**config.mk**
```make
export PLATFORM = sky130hd
export DESIGN_NAME = qrt_front
export DESIGN_NICKNAME = d
export VERILOG_FILES = /design/src/sv/qrt_pkg.sv /design/src/sv/qrt_front.sv
export SDC_FILE = /design/constraint.sdc
export NUM_CORES = 2
export LEC_CHECK = 0
export BUFFER_PORTS_ARGS = -buffer_cell sky130_fd_sc_hd__buf_2
export CAP_MARGIN = 20
export CORE_ASPECT_RATIO = 1.4
export CORE_MARGIN = 4
export CORE_UTILIZATION = 47
export CTS_BUF_LIST = sky130_fd_sc_hd__clkbuf_8
export DETAILED_ROUTE_END_ITERATION = 8
export SETUP_SLACK_MARGIN = 0.02
export SLEW_MARGIN = 5
export SYNTH_ARGS = -nofsm -noshare
export SYNTH_HDL_FRONTEND = slang
export SYNTH_SLANG_ARGS = --single-unit
```
**constraint.sdc**
```tcl
create_clock -name clk -period 21.2 [get_ports clk]
set_input_delay 4.24 -clock clk [delete_from_list [all_inputs] [get_ports clk]]
set_output_delay 4.24 -clock clk [all_outputs]
set_load 0.01 [all_outputs]
```
**src/sv/qrt_pkg.sv**
```systemverilog
// Shared types, widths, codes and helper functions of the quaternion rigid transform.
package qrt_pkg;

	localparam int VEC_W    = 32;             // Q16.16 vector component
	localparam int QUAT_W   = 16;             // Q1.14 quaternion component
	localparam int SCL_W    = 16;             // Q8.8 scale
	localparam int SCL_SH   = 8;
	localparam int ROT_SH   = 14;
	localparam int SCL_RND  = 1 << (SCL_SH - 1);
	localparam int ROT_RND  = 1 << (ROT_SH - 1);
	localparam int VW       = VEC_W + 1;      // vector after translation subtract
	localparam int QW       = QUAT_W + 1;     // quaternion with negation headroom
	localparam int SPW      = VEC_W + SCL_W + 1;
	localparam int P1W      = VW + QW;
	localparam int TSUM_W   = P1W + 2;
	localparam int TW       = TSUM_W - ROT_SH;
	localparam int P2W      = TW + QW;
	localparam int RSUM_W   = P2W + 2;
	localparam int RW       = RSUM_W - ROT_SH;
	localparam int FW       = RW + 1;         // rotated value plus translation
	localparam int NW       = RW + SCL_SH + 1; // scaled dividend magnitude
	localparam int HW       = NW - VEC_W;
	localparam int DIV_STEPS = VEC_W;
	localparam int DIV_STEPS_PER_STAGE = 4;

	localparam logic [VEC_W-1:0] INT_MAX = {1'b0, {(VEC_W-1){1'b1}}};
	localparam logic [VEC_W-1:0] INT_MIN = {1'b1, {(VEC_W-1){1'b0}}};

	localparam logic [2:0] OP_POS     = 3'd0;
	localparam logic [2:0] OP_VEC     = 3'd1;
	localparam logic [2:0] OP_VEC_NS  = 3'd2;
	localparam logic [2:0] OP_INV_POS = 3'd3;
	localparam logic [2:0] OP_INV_VEC = 3'd4;
	localparam logic [2:0] OP_INV_NS  = 3'd5;

	typedef enum logic [2:0] {
		REG_ROT_X   = 3'd0,
		REG_ROT_Y   = 3'd1,
		REG_ROT_Z   = 3'd2,
		REG_ROT_W   = 3'd3,
		REG_SHIFT_X = 3'd4,
		REG_SHIFT_Y = 3'd5,
		REG_SHIFT_Z = 3'd6,
		REG_SCALE   = 3'd7
	} reg_idx_t;

	typedef struct packed {
		logic [QUAT_W-1:0]           rot_x;
		logic [QUAT_W-1:0]           rot_y;
		logic [QUAT_W-1:0]           rot_z;
		logic [QUAT_W-1:0]           rot_w;
		logic [2:0][VEC_W-1:0]       shift;
		logic [2:0][SCL_W-1:0]       scale;
	} cfg_t;

	typedef struct packed {
		logic signed [QW-1:0] x;
		logic signed [QW-1:0] y;
		logic signed [QW-1:0] z;
		logic signed [QW-1:0] w;
	} quat_t;

	typedef struct packed {
		logic [2:0]            op;
		logic [2:0][VW-1:0]    v;
		logic                  ov;
	} front_t;

	typedef struct packed {
		logic [2:0]            op;
		logic [2:0][RW-1:0]    r;
		logic                  ov;
	} rot_t;

	typedef struct packed {
		logic              div;
		logic              neg;
		logic              sat;
		logic              zs;
		logic [SCL_W-1:0]  rem;
		logic [VEC_W-1:0]  dq;
	} lane_t;

	typedef struct packed {
		lane_t [2:0] ln;
		logic        ov;
	} div_t;

	typedef struct packed {
		logic [2:0][VEC_W-1:0] res;
		logic                  ov;
		logic                  zs;
	} res_t;

	function automatic logic is_inverse(input logic [2:0] op);
		return (op == OP_INV_POS) || (op == OP_INV_VEC) || (op == OP_INV_NS);
	endfunction

	// Quaternion as given for forward modes, its conjugate for inverse modes.
	function automatic quat_t pick_quat(input cfg_t cfg, input logic inv);
		quat_t q;
		q.x = QW'($signed(cfg.rot_x));
		q.y = QW'($signed(cfg.rot_y));
		q.z = QW'($signed(cfg.rot_z));
		q.w = QW'($signed(cfg.rot_w));
		if (inv) begin
			q.x = -q.x;
			q.y = -q.y;
			q.z = -q.z;
		end
		return q;
	endfunction

	// Clamp to signed 32 bits; the top bit returns the saturation flag.
	function automatic logic [VEC_W:0] sat32(input logic signed [FW-1:0] v);
		logic signed [FW-1:0] mx;
		logic signed [FW-1:0] mn;
		mx = $signed({{(FW-VEC_W){1'b0}}, INT_MAX});
		mn = $signed({{(FW-VEC_W){1'b1}}, INT_MIN});
		if (v > mx)
			return {1'b1, INT_MAX};
		else if (v < mn)
			return {1'b1, INT_MIN};
		return {1'b0, v[VEC_W-1:0]};
	endfunction

	// One restoring division step: bring in a dividend bit, shift in a quotient bit.
	function automatic lane_t div_step(input lane_t l, input logic [SCL_W-1:0] sc);
		lane_t            o;
		logic [SCL_W:0]   rem_w;
		logic             ge;
		o     = l;
		rem_w = {l.rem, l.dq[VEC_W-1]};
		ge    = rem_w >= {1'b0, sc};
		if (l.div) begin
			o.rem = ge ? SCL_W'(rem_w - {1'b0, sc}) : rem_w[SCL_W-1:0];
			o.dq  = {l.dq[VEC_W-2:0], ge};
		end
		return o;
	endfunction

endpackage

```
**src/sv/qrt_front.sv**
```systemverilog
// Front stages: scale or translation subtract, then pick the vector to rotate.
module qrt_front (
	input  logic                          clk,
	input  logic                          arst_n,
	input  qrt_pkg::cfg_t                 cfg,
	input  logic                          up_valid,
	output logic                          up_ready,
	input  logic [2:0]                    up_op,
	input  logic [2:0][qrt_pkg::VEC_W-1:0] up_vec,
	output logic                          dn_valid,
	input  logic                          dn_ready,
	output qrt_pkg::front_t               dn_data
);
	import qrt_pkg::*;

	logic                    vld_s1, vld_s2;
	logic                    rdy_s1, rdy_s2;
	logic [2:0]              op_s1;
	logic [2:0][VEC_W-1:0]   raw_s1;
	logic signed [SPW-1:0]   sp_s1  [3];
	logic signed [VW-1:0]    dif_s1 [3];
	logic signed [SPW-1:0]   sp_c   [3];
	logic signed [VW-1:0]    dif_c  [3];
	front_t                  nxt_c;
	front_t                  dat_s2;

	assign rdy_s2   = !vld_s2 || dn_ready;
	assign rdy_s1   = !vld_s1 || rdy_s2;
	assign up_ready = rdy_s1;
	assign dn_valid = vld_s2;
	assign dn_data  = dat_s2;

	always_comb begin
		for (int i = 0; i < 3; i++) begin
			sp_c[i]  = $signed(up_vec[i]) * $signed({1'b0, cfg.scale[i]});
			dif_c[i] = $signed({up_vec[i][VEC_W-1], up_vec[i]})
				- $signed({cfg.shift[i][VEC_W-1], cfg.shift[i]});
		end
	end

	always_ff @(posedge clk or negedge arst_n) begin
		if (!arst_n) begin
			vld_s1 <= 1'b0;
		end else if (rdy_s1) begin
			vld_s1 <= up_valid;
		end
	end

	always_ff @(posedge clk) begin
		if (rdy_s1) begin
			op_s1  <= up_op;
			raw_s1 <= up_vec;
			for (int i = 0; i < 3; i++) begin
				sp_s1[i]  <= sp_c[i];
				dif_s1[i] <= dif_c[i];
			end
		end
	end

	always_comb begin
		logic signed [SPW-1:0] rnd;
		logic [VEC_W:0]        sat;
		logic                  any_ov;
		any_ov    = 1'b0;
		nxt_c.op  = op_s1;
		nxt_c.v   = '0;
		for (int i = 0; i < 3; i++) begin
			rnd    = (sp_s1[i] + SPW'(SCL_RND)) >>> SCL_SH;
			sat    = sat32(rnd[FW-1:0]);
			any_ov = any_ov | sat[VEC_W];
			case (op_s1)
				OP_POS, OP_VEC:                   nxt_c.v[i] = {sat[VEC_W-1], sat[VEC_W-1:0]};
				OP_VEC_NS, OP_INV_VEC, OP_INV_NS: nxt_c.v[i] = {raw_s1[i][VEC_W-1], raw_s1[i]};
				OP_INV_POS:                       nxt_c.v[i] = dif_s1[i];
				default:                          nxt_c.v[i] = '0;
			endcase
		end
		nxt_c.ov = any_ov && ((op_s1 == OP_POS) || (op_s1 == OP_VEC));
	end

	always_ff @(posedge clk or negedge arst_n) begin
		if (!arst_n) begin
			vld_s2 <= 1'b0;
		end else if (rdy_s2) begin
			vld_s2 <= vld_s1;
		end
	end

	always_ff @(posedge clk) begin
		if (rdy_s2) begin
			dat_s2 <= nxt_c;
		end
	end

endmodule

```
==> results by group <==
Cells and area
  • Nets@finish: 10100
  • Ratio of cells with drive above 1 in the final layout: 7.45%
  • Area Overhead vs Synth: 6.65%

Yosys
  • Seq/Total Area, Yosys: roughly 17%
  • Top post-synthesis cells by area: fa_1 39%, edfxtp_1 17%, inv_1 9.1%
  • Primary FF master, synth: edfxtp_1
  • Post-Syn Area per Cell: just under 10 sq um
  • Yosys top cell area share: around two fifths
  • Syn Std Cell Area: roughly 75000 sq um
  • Commonest cells in the netlist: 1815 x inv_1, 1464 x fa_1, 998 x nand2_1
  • Fraction of registers with async set/reset: less than 1%
  • Most common cell in the netlist: inv_1
  • Simple-Gate Fraction of Synth Area: ~15%
  • Post-Syn Nets: approximately 10000
  • Yosys cell types: 92
  • Cells after Synth: about 7700
  • Post-synth EDFFs: between 400 and 500
  • Syn. warnings: 0
  • Post-synthesis mux area share: less than 1%
  • Synth Area in Adders: between 40% and 50%
  • Main combinational cell family by area after synthesis: adder cells
  • Synth area leader: fa_1
  • Post-synthesis register bit count: 429
  • Synth Area in Compound Gates: 7.11%
  • Xor/xnor share of the synthesized area: 3.53%

STA
  • Peak Freq: approximately 90 MHz
  • RSZ-0062 raised after global routing: no
  • Final Hold Fails: 0
  • Max Slew Vio Count: 0
  • Final setup vio count: 0
  • Slew @ Worst Pin: around 1100 ps
  • Max_slew headroom: between 20% and 30%
  • Final period util: 51.2%
  • Period minus WS final: about 11000 ps
  • Layout Skew: ~42 ps
  • Setup TNS: 0 ps

Drt
  • Post-Route WL: slightly above 200000 um
  • Routed wire per std cell: a little over 20 um
  • TritonRoute pass-1 iters: 5
  • Routed Antenna Nets: 0
  • Vias after detailed routing: ~54000
  • Initial DRC count: about 2700
  • DR DRC count: 0
  • Drt via density: around 5.4

Clocking
  • CTS resizes: 0
  • CTS sink cnt: 429
  • Post-CTS Setup Bufs: 0
  • Hold-fix buffers, CTS: 0
  • CTS tree: done
  • Clock slew at reported path FFs: roughly 60 ps
  • H-Tree Level Count: 3
  • CTS Buf Count: between 80 and 90
  • Maximum root-to-sink buffer count: 3
  • Clock root cell: clkbuf_8
  • Clk_lat worst skew: about 740 ps

Die
  • Die Y: between 400 and 500 um
  • Core ar.: between 150000 and 200000 sq um
  • Die W: 345 um
  • Num ports: approximately 420
  • Die area: 166000 sq um
  • Starting Density: about 47%
  • FP Rows: approximately 170

GRT
  • Met1 Track Usage GR: between 30% and 40%
  • Grt ovf: 0
  • Met3 Use GR: around 3.9%
  • GRT Total Usage: approximately 25%
  • Most used routing layer: met2
  • Initial antenna violation count: 9
  • Vias in the first global route: between 60000 and 70000
  • First-pass GRT wire length: around 330000 um
  • Largest net degree at the start of global routing: 76
  • GRT met2 Usage: between 40% and 50%

Critical path
  • CP Launch Point: cfg[40]
  • CP startpoint kind: primary input
  • Worst path required time: between 20000 and 25000 ps
  • Crit path kind: primary input to flop
  • R2r startpoint: sp_s1[0][121]
  • Crit Path Max Fanout: 32
  • Critical path data arrival time: roughly 11000 ps
  • CP endpoint kind: flop

Job
  • Max cap viols: 0

Place
  • Final GP Congestion: 0.885
  • Port buffer count: 351
  • DP HPWL: 159000 um

Min path
  • Worst min-delay path class: flop to flop
  • Hold_sp: vld_s1

Run status
  • Outcome: finished, final reports clean
-- final cells by class --
type | count | area (sq um)
antenna | 6 | 15.0
tap | 2100 | 2630
sequential | 429 | 12900
inverter | 1816 | 6820
multi-input combinational | 5193 | 54100
clock buffer | 84 | 1160
clock inverter | 71 | 443
fill | 14800 | 78800
timing repair buffer | 370 | 1900
-- flip-flops by register name (all words and copies together) (netlist names) --
register,cells
op_s1,3
dn_valid,1
dn_data,103
sp_s1,126
raw_s1,96
vld_s1,1
dif_s1,99
-- cell families after synthesis --
group,Yosys count
compound gates,751
buf+inv,2107
flops,429
fa+ha+maj,1908
simple gates,2224
mux,9
xor+xnor,301
-- worst max-delay path, stage by stage --
cell and delay (ps):
buf_2 690, nand2_1 180, fa_1 580, inv_1 50, fa_1 480, fa_1 590
fa_1 460, fa_1 520, inv_1 60, fa_1 510, inv_1 50, ha_1 340
a21oi_1 150, o21ai_0 210, a2111oi_0 480, nor3_1 130, a31oi_1 230, a31oi_1 190
o21a_1 240, a221o_1 360, a2111oi_0 410, a311oi_1 110
-- stage by stage --
| stage | cells | setup WS [ps] | instance area (sq um) | hold WS (ps) | util [%] |
|---|---|---|---|---|---|
| after floorplan | 7729 | 5310 | 74900 | 435 | - |
| after global placement | 9908 | 9610 | 78300 | 446 | 49.3 |
| after detailed placement | 9908 | 9650 | 78300 | 454 | 49.3 |
| after CTS | 10100 | 10420 | 79900 | 472 | 50.3 |
| after global routing | 10100 | 10020 | 79900 | 486 | 50.3 |
| final | 10100 | 10360 | 79900 | 466 | 50.3 |
-- metal layers --
layer  share of wire [%]  vias up
li1                    -    24000
met4                 3.6        4
met2                  52     1699
met1                  38    28100
met3                 6.0      464
met5               0.013        -
-- cells in the final DEF, fill, tap and decap left out, drive strengths merged, types with 78 or more instances in the layout --
cell type	n
xnor2	187
inv	1843
a21oi	256
nand3	78
edfxtp	427
and2	696
xor2	114
clkbuf	84
a221o	94
o21ai	93
buf	370
fa	1464
nor2	166
nand2	998
a21o	88
ha	444
-- worst paths after layout --
kind	endpoint	slack [ps]	cells past startpoint
worst max-delay path	sp_s1[0][145]	10360	22
worst min-delay path	dn_valid	470	1
worst max register to register	dn_data[68]	16570	9
worst min register to register	dn_valid	470	1
max in group asynchronous	dn_valid	17810	1
min in group asynchronous	vld_s1	3290	1
Power is not shown: default switching activity piles up to over one toggle a cycle in this logic, so the estimate is an artifact.
